===== src/rtl/bilinear_texel_filter_rgb16_top_macros.svh =====
// ----------------------------------------------------------------------------
// bilinear texel filter assertion macros
// shared property wrappers for the filter rtl, clocked on clk_i
// ----------------------------------------------------------------------------
`ifndef BILINEAR_TEXEL_FILTER_RGB16_TOP_MACROS_SVH
`define BILINEAR_TEXEL_FILTER_RGB16_TOP_MACROS_SVH

// checked outside reset only
`define BTF_ASSERT(label, prop, msg) \
  label: assert property (@(posedge clk_i) disable iff (!rst_ni) prop) else $error(msg);

// checked at every edge, reset included
`define BTF_ASSERT_ALWAYS(label, prop, msg) \
  label: assert property (@(posedge clk_i) prop) else $error(msg);

`endif


===== src/rtl/btf_pkg.sv =====
// ----------------------------------------------------------------------------
// btf_pkg
// types and constants shared by the bilinear texel filter pipeline
// ----------------------------------------------------------------------------
package btf_pkg;

  typedef enum logic [0:0] {
    FMT_RGB565 = 1'b0,
    FMT_RGB555 = 1'b1
  } color_fmt_e;

  typedef enum logic [0:0] {
    DEPTH_ALWAYS = 1'b0,
    DEPTH_GE     = 1'b1
  } depth_mode_e;

  // register word indexes on the config port
  localparam logic [0:0] REG_COLOR_FORMAT = 1'b0;
  localparam logic [0:0] REG_DEPTH_MODE   = 1'b1;

  // two-lane masks
  localparam logic [31:0] BLUE_MASK2      = 32'h001f_001f;
  localparam logic [31:0] GREEN_MASK2_565 = 32'h07e0_07e0;
  localparam logic [31:0] RED_MASK2_565   = 32'hf800_f800;
  localparam logic [31:0] GREEN_MASK2_555 = 32'h03e0_03e0;
  localparam logic [31:0] RED_MASK2_555   = 32'h7c00_7c00;

  // single-lane masks and rounding terms
  localparam logic [15:0] GREEN_MASK_565 = 16'h07e0;
  localparam logic [15:0] RED_MASK_565   = 16'hf800;
  localparam logic [15:0] GREEN_MASK_555 = 16'h03e0;
  localparam logic [15:0] RED_MASK_555   = 16'h7c00;
  localparam logic [31:0] ROUND_BLUE     = 32'h0000_0080;
  localparam logic [31:0] ROUND_GREEN    = 32'h0000_0100;
  localparam logic [31:0] ROUND_RED_565  = 32'h0000_0400;
  localparam logic [31:0] ROUND_RED_555  = 32'h0000_0200;

  typedef struct packed {
    color_fmt_e  color_format;
    depth_mode_e depth_mode;
  } cfg_t;

  // after setup: base and difference per channel, both lanes
  typedef struct packed {
    logic [31:0] base_b;
    logic [31:0] diff_b;
    logic [31:0] base_g;
    logic [31:0] diff_g;
    logic [31:0] base_r;
    logic [31:0] diff_r;
    logic [3:0]  frac_v;
  } setup_t;

  // after vertical blend
  typedef struct packed {
    logic [31:0] blue;
    logic [31:0] green;
    logic [31:0] red;
  } vert_t;

  // per-word side info that rides along the pipeline
  typedef struct packed {
    logic [15:0] texel_tl;
    logic [3:0]  frac_u;
    logic        nearest;
    logic        write_en;
  } side_t;

endpackage


===== src/rtl/bilinear_texel_filter_rgb16_top.sv =====
// Bilinear texel filter for 16-bit RGB565/RGB555 pixels. One pixel word is
// accepted every clock while the output is not stalled, so the sustained
// rate is one word per cycle; each result passes through the three
// register stages (setup and depth test, vertical blend, horizontal blend
// into the output register). Stages advance independently: a stall on the
// output only backs up as far as the first empty stage, so new words keep
// entering while a finished result waits. Filtering follows packed two-lane
// 32-bit arithmetic with wraparound and cross-lane borrow; a failed depth
// test gives write_enable 0 and pixel 0. color_format and depth_mode sit at
// byte addresses 0 and 4 of the config port; the user must write them only
// while the pipeline is empty, as the block itself does not enforce this.
// ----------------------------------------------------------------------------
// bilinear_texel_filter_rgb16_top
// three-stage bilinear texel filter with depth-test write enable
// ----------------------------------------------------------------------------
`include "bilinear_texel_filter_rgb16_top_macros.svh"

module bilinear_texel_filter_rgb16_top import btf_pkg::*; (
  input  logic        clk_i,
  input  logic        rst_ni,
  // config port
  input  logic        psel,
  input  logic        penable,
  input  logic        pwrite,
  input  logic [2:0]  paddr,
  input  logic [31:0] pwdata,
  output logic [31:0] prdata,
  output logic        pready,
  // input words
  input  logic        in_valid_i,
  output logic        in_stall_o,
  input  logic [15:0] texel_top_left_i,
  input  logic [15:0] texel_top_right_i,
  input  logic [15:0] texel_bottom_left_i,
  input  logic [15:0] texel_bottom_right_i,
  input  logic [3:0]  frac_u_i,
  input  logic [3:0]  frac_v_i,
  input  logic        nearest_i,
  input  logic [31:0] depth_new_i,
  input  logic [31:0] depth_old_i,
  // result words
  output logic        out_valid_o,
  input  logic        out_stall_i,
  output logic [15:0] pixel_out_o,
  output logic        write_enable_o
);

  // --------------------------------------------------------------------------
  // config registers
  // --------------------------------------------------------------------------
  color_fmt_e  color_format_q;
  depth_mode_e depth_mode_q;
  cfg_t        cfg;
  logic        cfg_wr;
  logic [0:0]  reg_idx;

  assign pready  = 1'b1;
  assign reg_idx = paddr[2:2];
  assign cfg_wr  = psel && penable && pwrite;

  always_ff @(posedge clk_i or negedge rst_ni) begin
    if (!rst_ni) begin
      color_format_q <= FMT_RGB565;
      depth_mode_q   <= DEPTH_ALWAYS;
    end else if (cfg_wr) begin
      unique case (reg_idx)
        REG_COLOR_FORMAT: color_format_q <= color_fmt_e'(pwdata[0]);
        REG_DEPTH_MODE:   depth_mode_q   <= depth_mode_e'(pwdata[0]);
        default: ;
      endcase
    end
  end

  // register readback
  always_comb begin
    unique case (reg_idx)
      REG_COLOR_FORMAT: prdata = {31'd0, color_format_q};
      REG_DEPTH_MODE:   prdata = {31'd0, depth_mode_q};
      default:          prdata = 32'd0;
    endcase
  end

  assign cfg.color_format = color_format_q;
  assign cfg.depth_mode   = depth_mode_q;

  // --------------------------------------------------------------------------
  // stage enables: a stage loads when it is empty or its content moves on
  // --------------------------------------------------------------------------
  logic s1_v_q, s2_v_q, out_v_q;
  logic s1_en, s2_en, out_en;

  assign out_en     = !out_v_q || !out_stall_i;
  assign s2_en      = !s2_v_q || out_en;
  assign s1_en      = !s1_v_q || s2_en;
  assign in_stall_o = !s1_en;

  // --------------------------------------------------------------------------
  // stage 1: setup and depth test
  // --------------------------------------------------------------------------
  setup_t setup_d, s1_q;
  side_t  side_d, s1_side_q;
  logic   write_en_d;

  btf_setup u_setup (
    .cfg_i                (cfg),
    .texel_top_left_i     (texel_top_left_i),
    .texel_top_right_i    (texel_top_right_i),
    .texel_bottom_left_i  (texel_bottom_left_i),
    .texel_bottom_right_i (texel_bottom_right_i),
    .frac_v_i             (frac_v_i),
    .depth_new_i          (depth_new_i),
    .depth_old_i          (depth_old_i),
    .setup_o              (setup_d),
    .write_en_o           (write_en_d)
  );

  always_comb begin
    side_d.texel_tl = texel_top_left_i;
    side_d.frac_u   = frac_u_i;
    side_d.nearest  = nearest_i;
    side_d.write_en = write_en_d;
  end

  // --------------------------------------------------------------------------
  // stage 2: vertical blend
  // --------------------------------------------------------------------------
  vert_t vert_d, s2_q;
  side_t s2_side_q;

  btf_vert_blend u_vert (
    .setup_i (s1_q),
    .vert_o  (vert_d)
  );

  // --------------------------------------------------------------------------
  // stage 3: horizontal blend into the output register
  // --------------------------------------------------------------------------
  logic [15:0] pixel_d, pixel_q;
  logic        we_q;

  btf_horz_blend u_horz (
    .cfg_i   (cfg),
    .vert_i  (s2_q),
    .side_i  (s2_side_q),
    .pixel_o (pixel_d)
  );

  // valid bits
  always_ff @(posedge clk_i or negedge rst_ni) begin
    if (!rst_ni) begin
      s1_v_q  <= 1'b0;
      s2_v_q  <= 1'b0;
      out_v_q <= 1'b0;
    end else begin
      if (s1_en)  s1_v_q  <= in_valid_i;
      if (s2_en)  s2_v_q  <= s1_v_q;
      if (out_en) out_v_q <= s2_v_q;
    end
  end

  // payload, loaded only with a valid word
  always_ff @(posedge clk_i) begin
    if (s1_en && in_valid_i) begin
      s1_q      <= setup_d;
      s1_side_q <= side_d;
    end
    if (s2_en && s1_v_q) begin
      s2_q      <= vert_d;
      s2_side_q <= s1_side_q;
    end
    if (out_en && s2_v_q) begin
      pixel_q <= pixel_d;
      we_q    <= s2_side_q.write_en;
    end
  end

  assign out_valid_o    = out_v_q;
  assign pixel_out_o    = pixel_q;
  assign write_enable_o = we_q;

  // --------------------------------------------------------------------------
  // assertions
  // --------------------------------------------------------------------------
  `BTF_ASSERT(a_stage2_held, (s2_v_q && out_v_q && out_stall_i) |=> s2_v_q, "stage 2 word dropped under stall")
  `BTF_ASSERT(a_stall_only_full, in_stall_o |-> (s1_v_q && s2_v_q && out_v_q && out_stall_i), "input stalled with room in the pipeline")
  `BTF_ASSERT(a_masked_pixel_zero, (out_valid_o && !write_enable_o) |-> (pixel_out_o == 16'd0), "masked write carries a nonzero pixel")
  `BTF_ASSERT(a_always_write, (out_valid_o && (depth_mode_q == DEPTH_ALWAYS)) |-> write_enable_o, "write enable low with depth test off")
  `BTF_ASSERT_ALWAYS(a_reset_empty, !rst_ni |=> !out_valid_o, "output valid right after reset")

endmodule


===== src/rtl/btf_setup.sv =====
// ----------------------------------------------------------------------------
// btf_setup
// lane packing, channel masking, vertical differences and depth test
// ----------------------------------------------------------------------------
module btf_setup import btf_pkg::*; (
  input  cfg_t        cfg_i,
  input  logic [15:0] texel_top_left_i,
  input  logic [15:0] texel_top_right_i,
  input  logic [15:0] texel_bottom_left_i,
  input  logic [15:0] texel_bottom_right_i,
  input  logic [3:0]  frac_v_i,
  input  logic [31:0] depth_new_i,
  input  logic [31:0] depth_old_i,
  output setup_t      setup_o,
  output logic        write_en_o
);

  logic [31:0] top_w;
  logic [31:0] bot_w;
  logic [31:0] gmask;
  logic [31:0] rmask;
  logic [31:0] top_r;
  logic [31:0] bot_r;

  // left texel in the low lane
  assign top_w = {texel_top_right_i, texel_top_left_i};
  assign bot_w = {texel_bottom_right_i, texel_bottom_left_i};

  always_comb begin
    unique case (cfg_i.color_format)
      FMT_RGB555: begin
        gmask = GREEN_MASK2_555;
        rmask = RED_MASK2_555;
      end
      default: begin
        gmask = GREEN_MASK2_565;
        rmask = RED_MASK2_565;
      end
    endcase
  end

  assign top_r = (top_w & rmask) >> 8;
  assign bot_r = (bot_w & rmask) >> 8;

  always_comb begin
    setup_o.base_b = top_w & BLUE_MASK2;
    setup_o.diff_b = (bot_w & BLUE_MASK2) - (top_w & BLUE_MASK2);
    setup_o.base_g = top_w & gmask;
    setup_o.diff_g = (bot_w & gmask) - (top_w & gmask);
    setup_o.base_r = top_r;
    setup_o.diff_r = bot_r - top_r;
    setup_o.frac_v = frac_v_i;
  end

  assign write_en_o = !((cfg_i.depth_mode == DEPTH_GE) && (depth_new_i < depth_old_i));

endmodule


===== src/rtl/btf_vert_blend.sv =====
// ----------------------------------------------------------------------------
// btf_vert_blend
// vertical blend of both lanes by frac_v, modulo 2^32
// ----------------------------------------------------------------------------
module btf_vert_blend import btf_pkg::*; (
  input  setup_t setup_i,
  output vert_t  vert_o
);

  logic [31:0] fv_ext;
  logic [31:0] prod_b;
  logic [31:0] prod_g;
  logic [31:0] prod_r;
  logic [31:0] green_sra;

  assign fv_ext = {28'd0, setup_i.frac_v};
  assign prod_b = fv_ext * setup_i.diff_b;
  assign prod_g = fv_ext * setup_i.diff_g;
  assign prod_r = fv_ext * setup_i.diff_r;

  // green term shifts as a signed word
  assign green_sra = 32'($signed(prod_g) >>> 4);

  always_comb begin
    vert_o.blue  = (setup_i.base_b << 4) + prod_b;
    vert_o.green = setup_i.base_g + green_sra;
    vert_o.red   = (setup_i.base_r << 4) + prod_r;
  end

endmodule


===== src/rtl/btf_horz_blend.sv =====
// ----------------------------------------------------------------------------
// btf_horz_blend
// horizontal blend of left lane toward right lane, pack and final select
// ----------------------------------------------------------------------------
module btf_horz_blend import btf_pkg::*; (
  input  cfg_t        cfg_i,
  input  vert_t       vert_i,
  input  side_t       side_i,
  output logic [15:0] pixel_o
);

  logic [31:0] fu_ext;
  logic [31:0] b_lo, b_hi, g_lo, g_hi, r_lo, r_hi;
  logic [31:0] b_sum, g_step, r_sum;
  logic [31:0] b_ch, g_ch, r_ch;
  logic [31:0] packed_w;
  logic [15:0] gmask16;
  logic [15:0] rmask16;
  logic [31:0] rround;

  always_comb begin
    unique case (cfg_i.color_format)
      FMT_RGB555: begin
        gmask16 = GREEN_MASK_555;
        rmask16 = RED_MASK_555;
        rround  = ROUND_RED_555;
      end
      default: begin
        gmask16 = GREEN_MASK_565;
        rmask16 = RED_MASK_565;
        rround  = ROUND_RED_565;
      end
    endcase
  end

  assign fu_ext = {28'd0, side_i.frac_u};

  assign b_lo = {16'd0, vert_i.blue[15:0]};
  assign b_hi = {16'd0, vert_i.blue[31:16]};
  assign g_lo = {16'd0, vert_i.green[15:0]};
  assign g_hi = {16'd0, vert_i.green[31:16]};
  assign r_lo = {16'd0, vert_i.red[15:0]};
  assign r_hi = {16'd0, vert_i.red[31:16]};

  assign b_sum  = (b_lo << 4) + fu_ext * (b_hi - b_lo) + ROUND_BLUE;
  assign g_step = (fu_ext * (g_hi - g_lo) + ROUND_GREEN) >> 4;
  assign r_sum  = (r_lo << 4) + fu_ext * (r_hi - r_lo) + rround;

  assign b_ch = b_sum >> 8;
  assign g_ch = (g_lo + g_step) & {16'd0, gmask16};
  assign r_ch = r_sum & {16'd0, rmask16};

  // stray high blue bits may land in green or red
  assign packed_w = r_ch | g_ch | b_ch;

  always_comb begin
    priority if (!side_i.write_en) begin
      pixel_o = 16'd0;
    end else if (side_i.nearest) begin
      pixel_o = side_i.texel_tl;
    end else begin
      pixel_o = packed_w[15:0];
    end
  end

endmodule

===== config.mk =====
export PLATFORM = sky130hd
export DESIGN_NAME = bilinear_texel_filter_rgb16_top
export DESIGN_NICKNAME = d
export VERILOG_FILES = /design/src/rtl/btf_pkg.sv /design/src/rtl/bilinear_texel_filter_rgb16_top.sv /design/src/rtl/btf_setup.sv /design/src/rtl/btf_vert_blend.sv /design/src/rtl/btf_horz_blend.sv
export VERILOG_INCLUDE_DIRS = /design/src /design/src/rtl
export SDC_FILE = /design/constraint.sdc
export NUM_CORES = 1
export LEC_CHECK = 0
export ABC_AREA = 1
export BUFFER_PORTS_ARGS = -buffer_cell sky130_fd_sc_hd__buf_2
export CAP_MARGIN = 25
export CORE_MARGIN = 5
export CORE_UTILIZATION = 50
export DETAILED_ROUTE_END_ITERATION = 10
export PLACE_DENSITY = 0.7
export SYNTH_ARGS = -nofsm -noshare
export SYNTH_HDL_FRONTEND = slang
export SYNTH_SLANG_ARGS = --single-unit
export TNS_END_PERCENT = 10

===== constraint.sdc =====
create_clock -name clk_i -period 7.6 [get_ports clk_i]
set_input_delay 0.76 -clock clk_i [delete_from_list [all_inputs] [get_ports clk_i]]
set_output_delay 0.76 -clock clk_i [all_outputs]
set_load 0.03 [all_outputs]

==> impl_metrics.env, run 1 <==
export IMPL_via_per_inst=5.04
export IMPL_critPathRequiredTime_ps=7920
export IMPL_status="finished clean"
export IMPL_grt_util_met3_pct=2.24
export IMPL_ys_warnings_count=0
export IMPL_timing_fmax_mhz=161
export IMPL_regToRegStartpoint="s2_q[36]"
export IMPL_worstSetupPathType="reg -> reg"
export IMPL_start_kind="flip-flop"
export IMPL_async_reset_ff_share_pct=2.13
export IMPL_critPathMaxStageDelay_ps=500
export IMPL_setup_viol=0
export IMPL_final_cell_mix="nand2_1, inv_1, ha_1, fa_1, edfxtp_1"
export IMPL_crit_arrival_ps=6540
export IMPL_cts_tree="built"
export IMPL_maxCapViolations=0
export IMPL_clk_path_buf_depth=3
export IMPL_first_iter_violations=1169
export IMPL_seq_area_frac_synth_pct=24.8
export IMPL_die_h_um=248
export IMPL_grt_max_degree=75
export IMPL_groute_usage_overall_pct=20.9
export IMPL_finalWorstSetupSlack_ps=1380
export IMPL_drive_gt1_share_pct=7.97
export IMPL_clock_root_buffer="clkbuf_16"
export IMPL_wl_per_cell_um=14.8
export IMPL_worst_pin_slew_ps=963
export IMPL_finalCriticalPeriod_ps=6220
export IMPL_synth_area_leader_cell="edfxtp_1"
export IMPL_clkTransAtPathRegs_ps=70
export IMPL_routed_wl_um=63500
export IMPL_reg2reg_slack_ps=1380
export IMPL_synth_area_top_cells="edfxtp_1, fa_1, ha_1"
export IMPL_pin_count=231
export IMPL_portBuffers=165
export IMPL_synth_top_area_share_pct=24.4
export IMPL_core_area_um2=56300
export IMPL_grt_overflow_total=0
export IMPL_min_path_cells=1
export IMPL_crit_fanout=5
export IMPL_cp_end_kind="flip-flop"
export IMPL_dp_hpwl_um=53900
export IMPL_synth_ff_type="edfxtp_1"
export IMPL_area_delta_synth_final_pct=8.95
export IMPL_fin_crit_sh_pct=81.8
export IMPL_synth_edf_count=230
export IMPL_initial_core_util_pct=50.3
export IMPL_crit_slowest_cell="fa_1"
export IMPL_cts_buffers_inserted=27
export IMPL_hp_class="in -> reg"
export IMPL_dp_cells=4242
export IMPL_min_to="s1_side_q[4]"
export IMPL_slew_viol_final=0
export IMPL_final_antenna_net_count=0
export IMPL_grt_pass1_wl_um=105000
export IMPL_hold_violations=0
export IMPL_dieArea_um2=61500
export IMPL_reg2reg_depth=32
export IMPL_r2r_end="pixel_out_o[10]"
export IMPL_use_met2_pct=33.5
export IMPL_avgSynthCellArea_um2=8.44
export IMPL_busiest_layer="met2"
export IMPL_diodes=0
export IMPL_nets=4289
export IMPL_first_global_vias=21200
export IMPL_insertion_delay_ps=580
export IMPL_stdcell_area_um2=30800
export IMPL_ys_ff_latch=235
export IMPL_rsz0062_at_grt="no"
export IMPL_htreeDepth=1
export IMPL_gp_congestion=0.927
export IMPL_finClkSkew_ps=25.0
export IMPL_setup_tns_final_ps=0
export IMPL_placed_area_um2=29900
export IMPL_pre_cts_slack_ps=1420
export IMPL_path_common_cell="nand2_1"
export IMPL_syn_area_um2=28300
export IMPL_slew_headroom_pct=35.8
export IMPL_first_pass_iters=7
export IMPL_final_common_cell="nand2_1"
export IMPL_fp_dieW_um=248
export IMPL_min_from="frac_u_i[2]"
export IMPL_ys_types=62
export IMPL_grtUsageMet1_pct=30.9
export IMPL_vias=21700
export IMPL_clkSinkCount=235
export IMPL_row_count=87
export IMPL_grt_antenna_before_repair=0
export IMPL_synth_cells=3355
export IMPL_stdcell_count=4293
export IMPL_remaining_drc_errors=0
-- layout make-up --
| cell class | instances | area [µm²] |
|---|---|---|
| well taps | 756 | 946 |
| inverters | 659 | 2480 |
| repair buffers | 180 | 941 |
| fillers | 5200 | 25400 |
| flip-flops and latches | 235 | 7030 |
| multi-input cells | 2413 | 18500 |
| clock inverters | 16 | 239 |
| clock buffers | 34 | 702 |
-- sequential cells by signal (all words and copies together) (netlist names), 16 cells and up --
name         count
s1_q            78
s2_side_q       22
s1_side_q       22
s2_q            91
pixel_out_o     16
-- critical path: cells and delay by family, from the launching register on --
kind            cells  cell delay [ps]
fa+ha+maj           6             2320
xor+xnor            2              570
buf+inv             3              170
compound gates      9             1480
flops               1              380
simple gates       12             1020
-- kinds of logic after synthesis --
group	Yosys count	synth area share (%)
flip-flops	235	24.8
AND/OR/NAND/NOR	1191	17.7
other	2	0.0265
AO/OA/AOI/OAI	429	8.59
adder cells (fa/ha/maj)	594	33.4
XOR/XNOR	167	5.33
buffers and inverters	737	10.2
-- timing repair --
| item | CTS | global route |
|---|---|---|
| buffers inserted | 0 | 0 |
| hold buffers | 1 | 0 |
| hold endpoints to repair | 5 | 0 |
| gates resized for setup | 0 | 0 |
-- metal layers --
| metal | up-vias | wire (µm) | share of wire [%] |
|---|---|---|---|
| met2 | 489 | 28300 | 45 |
| li1 | 11000 | - | - |
| met5 | - | 0 | 0 |
| met3 | 67 | 3220 | 5.1 |
| met4 | 0 | 1180 | 1.9 |
| met1 | 10100 | 30800 | 49 |
-- synth_stat cells (4+ instances only) --
library cell	count
a211oi_1	7
a21o_1	25
a21oi_1	219
a221oi_1	4
a31oi_1	13
buf_2	5
buf_4	32
clkbuf_1	39
dfrtp_1	5
edfxtp_1	230
fa_1	268
ha_1	326
inv_1	650
inv_2	6
nand2_1	755
nand2_2	7
nand2_4	7
nand3_1	124
nand3_2	4
nand3b_1	9
nand4_1	24
nor2_1	201
nor2_2	7
nor2_4	4
nor3_1	18
nor4_1	8
o211ai_1	12
o21a_1	9
o21ai_0	90
o21ai_1	13
o21bai_1	12
or2_2	9
xnor2_1	58
xor2_1	106
-- per-stage QoR --
| step | util (%) | hold WS [ps] |
|---|---|---|
| after floorplan | - | 400 |
| after global placement | 53.1 | 403 |
| after detailed placement | 53.1 | 405 |
| after CTS | 54.8 | 336 |
| after global routing | 54.8 | 344 |
| final | 54.8 | 363 |
-- worst max-delay path by stage --
stage / start / slack, ps / depth (start not counted) / endpoint
after floorplan: out_stall_i / 1740 / 5 / s1_q[0]
after global placement: s2_q[33] / 1480 / 32 / pixel_out_o[10]
after detailed placement: s2_q[33] / 1420 / 32 / pixel_out_o[10]
after CTS: s2_q[33] / 1410 / 32 / pixel_out_o[10]
after global routing: s2_q[33] / 890 / 32 / pixel_out_o[10]
final: s2_q[36] / 1380 / 32 / pixel_out_o[10]
Power of run 1 is left out: the tool's default activity adds up to more than one toggle a clock period on the data nets, which glitch-free logic cannot reach.
==> run 2, diff against run 1 <==
--- a/config.mk
+++ b/config.mk
@@ -12,7 +12,7 @@
 export CORE_MARGIN = 5
 export CORE_UTILIZATION = 50
 export DETAILED_ROUTE_END_ITERATION = 10
-export PLACE_DENSITY = 0.7
+export PLACE_DENSITY = 0.73
 export SYNTH_ARGS = -nofsm -noshare
 export SYNTH_HDL_FRONTEND = slang
 export SYNTH_SLANG_ARGS = --single-unit
==> constraint.sdc (replaced) <==
create_clock -name clk_i -period 5.1 [get_ports clk_i]
set_input_delay 0.51 -clock clk_i [delete_from_list [all_inputs] [get_ports clk_i]]
set_output_delay 0.51 -clock clk_i [all_outputs]
set_load 0.03 [all_outputs]
==> run 2 against run 1 <==
The flow now finishes with violations (setup timing). Global-route usage increased by 1.5 points. Die area unchanged. Non-clock buffer count increased by 286.
==> impl_metrics.env, run 2 (same netlist as run 1, synthesis figures left out) <==
export IMPL_first_iter_violations=1413
export IMPL_gp_congestion=0.935
export IMPL_htreeDepth=1
export IMPL_vias=23300
export IMPL_dp_hpwl_um=57300
export IMPL_first_pass_iters=5
export IMPL_slew_viol_final=0
export IMPL_start_kind="flip-flop"
export IMPL_critPathMaxStageDelay_ps=610
export IMPL_hold_violations=0
export IMPL_clock_root_buffer="clkbuf_16"
export IMPL_worstSetupPathType="reg -> reg"
export IMPL_grt_antenna_before_repair=1
export IMPL_worst_pin_slew_ps=786
export IMPL_crit_arrival_ps=5770
export IMPL_largest_register_ffs=91
export IMPL_via_per_inst=5.08
export IMPL_wl_per_cell_um=15.4
export IMPL_hp_class="in -> reg"
export IMPL_clkSinkCount=235
export IMPL_critPathTopFamily="adder cells"
export IMPL_critPathRequiredTime_ps=5430
export IMPL_path_common_cell="nand2_1"
export IMPL_fp_dieW_um=248
export IMPL_cp_num_buf_inv=3
export IMPL_dieArea_um2=61500
export IMPL_insertion_delay_ps=590
export IMPL_cts_tree="built"
export IMPL_final_cell_mix="nand2_1, inv_1, ha_1, buf_4, fa_1"
export IMPL_area_delta_synth_final_pct=20.2
export IMPL_finalWorstSetupSlack_ps=-339
export IMPL_clk_path_buf_depth=3
export IMPL_rsz0062_at_grt="yes"
export IMPL_crit_slowest_cell="fa_1"
export IMPL_portBuffers=165
export IMPL_cp_end_kind="flip-flop"
export IMPL_grt_pass1_wl_um=112000
export IMPL_first_global_vias=22700
export IMPL_regMostFlops="s2_q"
export IMPL_crit_fanout=4
export IMPL_final_antenna_net_count=0
export IMPL_core_area_um2=56300
export IMPL_cts_buffers_inserted=27
export IMPL_die_h_um=248
export IMPL_finalCriticalPeriod_ps=5440
export IMPL_clkTransAtPathRegs_ps=60
export IMPL_remaining_drc_errors=0
export IMPL_groute_usage_overall_pct=22.3
export IMPL_initial_core_util_pct=50.3
export IMPL_grt_max_degree=61
export IMPL_nets=4575
export IMPL_fin_util_pct=60.5
export IMPL_pin_count=231
export IMPL_top_regs="s2_q: 91 flops, s1_q: 78 flops"
export IMPL_routed_wl_um=70600
export IMPL_setup_viol=12
export IMPL_timing_fmax_mhz=184
export IMPL_status="complete, but fails checks"
export IMPL_slew_headroom_pct=47.0
export IMPL_grt_overflow_total=0
export IMPL_drive_gt1_share_pct=19.6
export IMPL_violations="setup timing"
export IMPL_finClkSkew_ps=36.4
export IMPL_maxCapViolations=0
export IMPL_fin_crit_sh_pct=107
export IMPL_row_count=87
export IMPL_final_common_cell="nand2_1"
==> run 2: cell types whose count changed in the layout (fill, tap and decap cells not counted), sizes merged <==
cell      previous run  this run
clkinvlp             2         1
clkinv               9        16
buf                179       465
clkbuf              34        30
bufinv               6         2
diode                0         1
==> run 2: per-layer routing <==
metal | part of all wire, % | wire length [µm] | global-route usage (%)
met1 | 43 | 30700 | 30.2
met2 | 47 | 33400 | 37.6
met4 | 3.2 | 2250 | 5.99
met3 | 6.0 | 4270 | 3.51
met5 | 0 | 0 | 0
==> run 2: worst register-to-register path: cells and delay by family (launching register included) <==
family / cells / cell delay (ps)
AOI/OAI and AO/OA: 8 / 950
xor gates and xnor gates: 2 / 370
adders and majority gates: 6 / 2110
buffers and inverters: 3 / 220
DFF: 1 / 400
and+or+nand+nor: 13 / 1150
==> run 2: final cells by class <==
type	instances	area [µm²]
multi-input cells	2413	19600
fillers	4774	22200
clock buffers	30	687
repair buffers	466	3170
clock inverters	18	166
flip-flops and latches	235	7030
inverters	659	2480
diodes	1	2.50
well taps	756	946
==> run 2: stage by stage <==
stage	area, µm²	setup slack, ps	hold WS [ps]	setup TNS, ps	std cells
final	34000	-339	94.9	-3050	4578
after global routing	34000	-695	75.2	-8280	4578
after CTS	33200	-380	67.8	-3340	4566
after detailed placement	31900	-692	333	-5380	4501
after global placement	31900	-471	330	-4100	4501
after floorplan	28400	-332	214	-1210	3385
==> run 2: what timing repair did <==
item | CTS | global route
pin swaps | 54 | 117
setup buffers | 16 | 10
hold buffers | 1 | 0
hold endpoints to repair | 5 | 0
setup endpoints to repair | 14 | 32
gates resized for setup | 70 | 150
==> run 2: path summary, 6_finish.rpt <==
kind                               start               to  slack [ps]  cells after the start
hold reg to reg            s1_side_q[16]    s2_side_q[16]         420                      0
max in group asynchronous         rst_ni   color_format_q        4690                      2
min in group asynchronous         rst_ni           s2_v_q         270                      2
setup reg to reg                s2_q[35]  pixel_out_o[10]        -340                     32
setup / recovery                s2_q[35]  pixel_out_o[10]        -340                     32
hold / removal               frac_u_i[2]     s1_side_q[4]          90                      1
Power of run 2 is left out for the same reason.
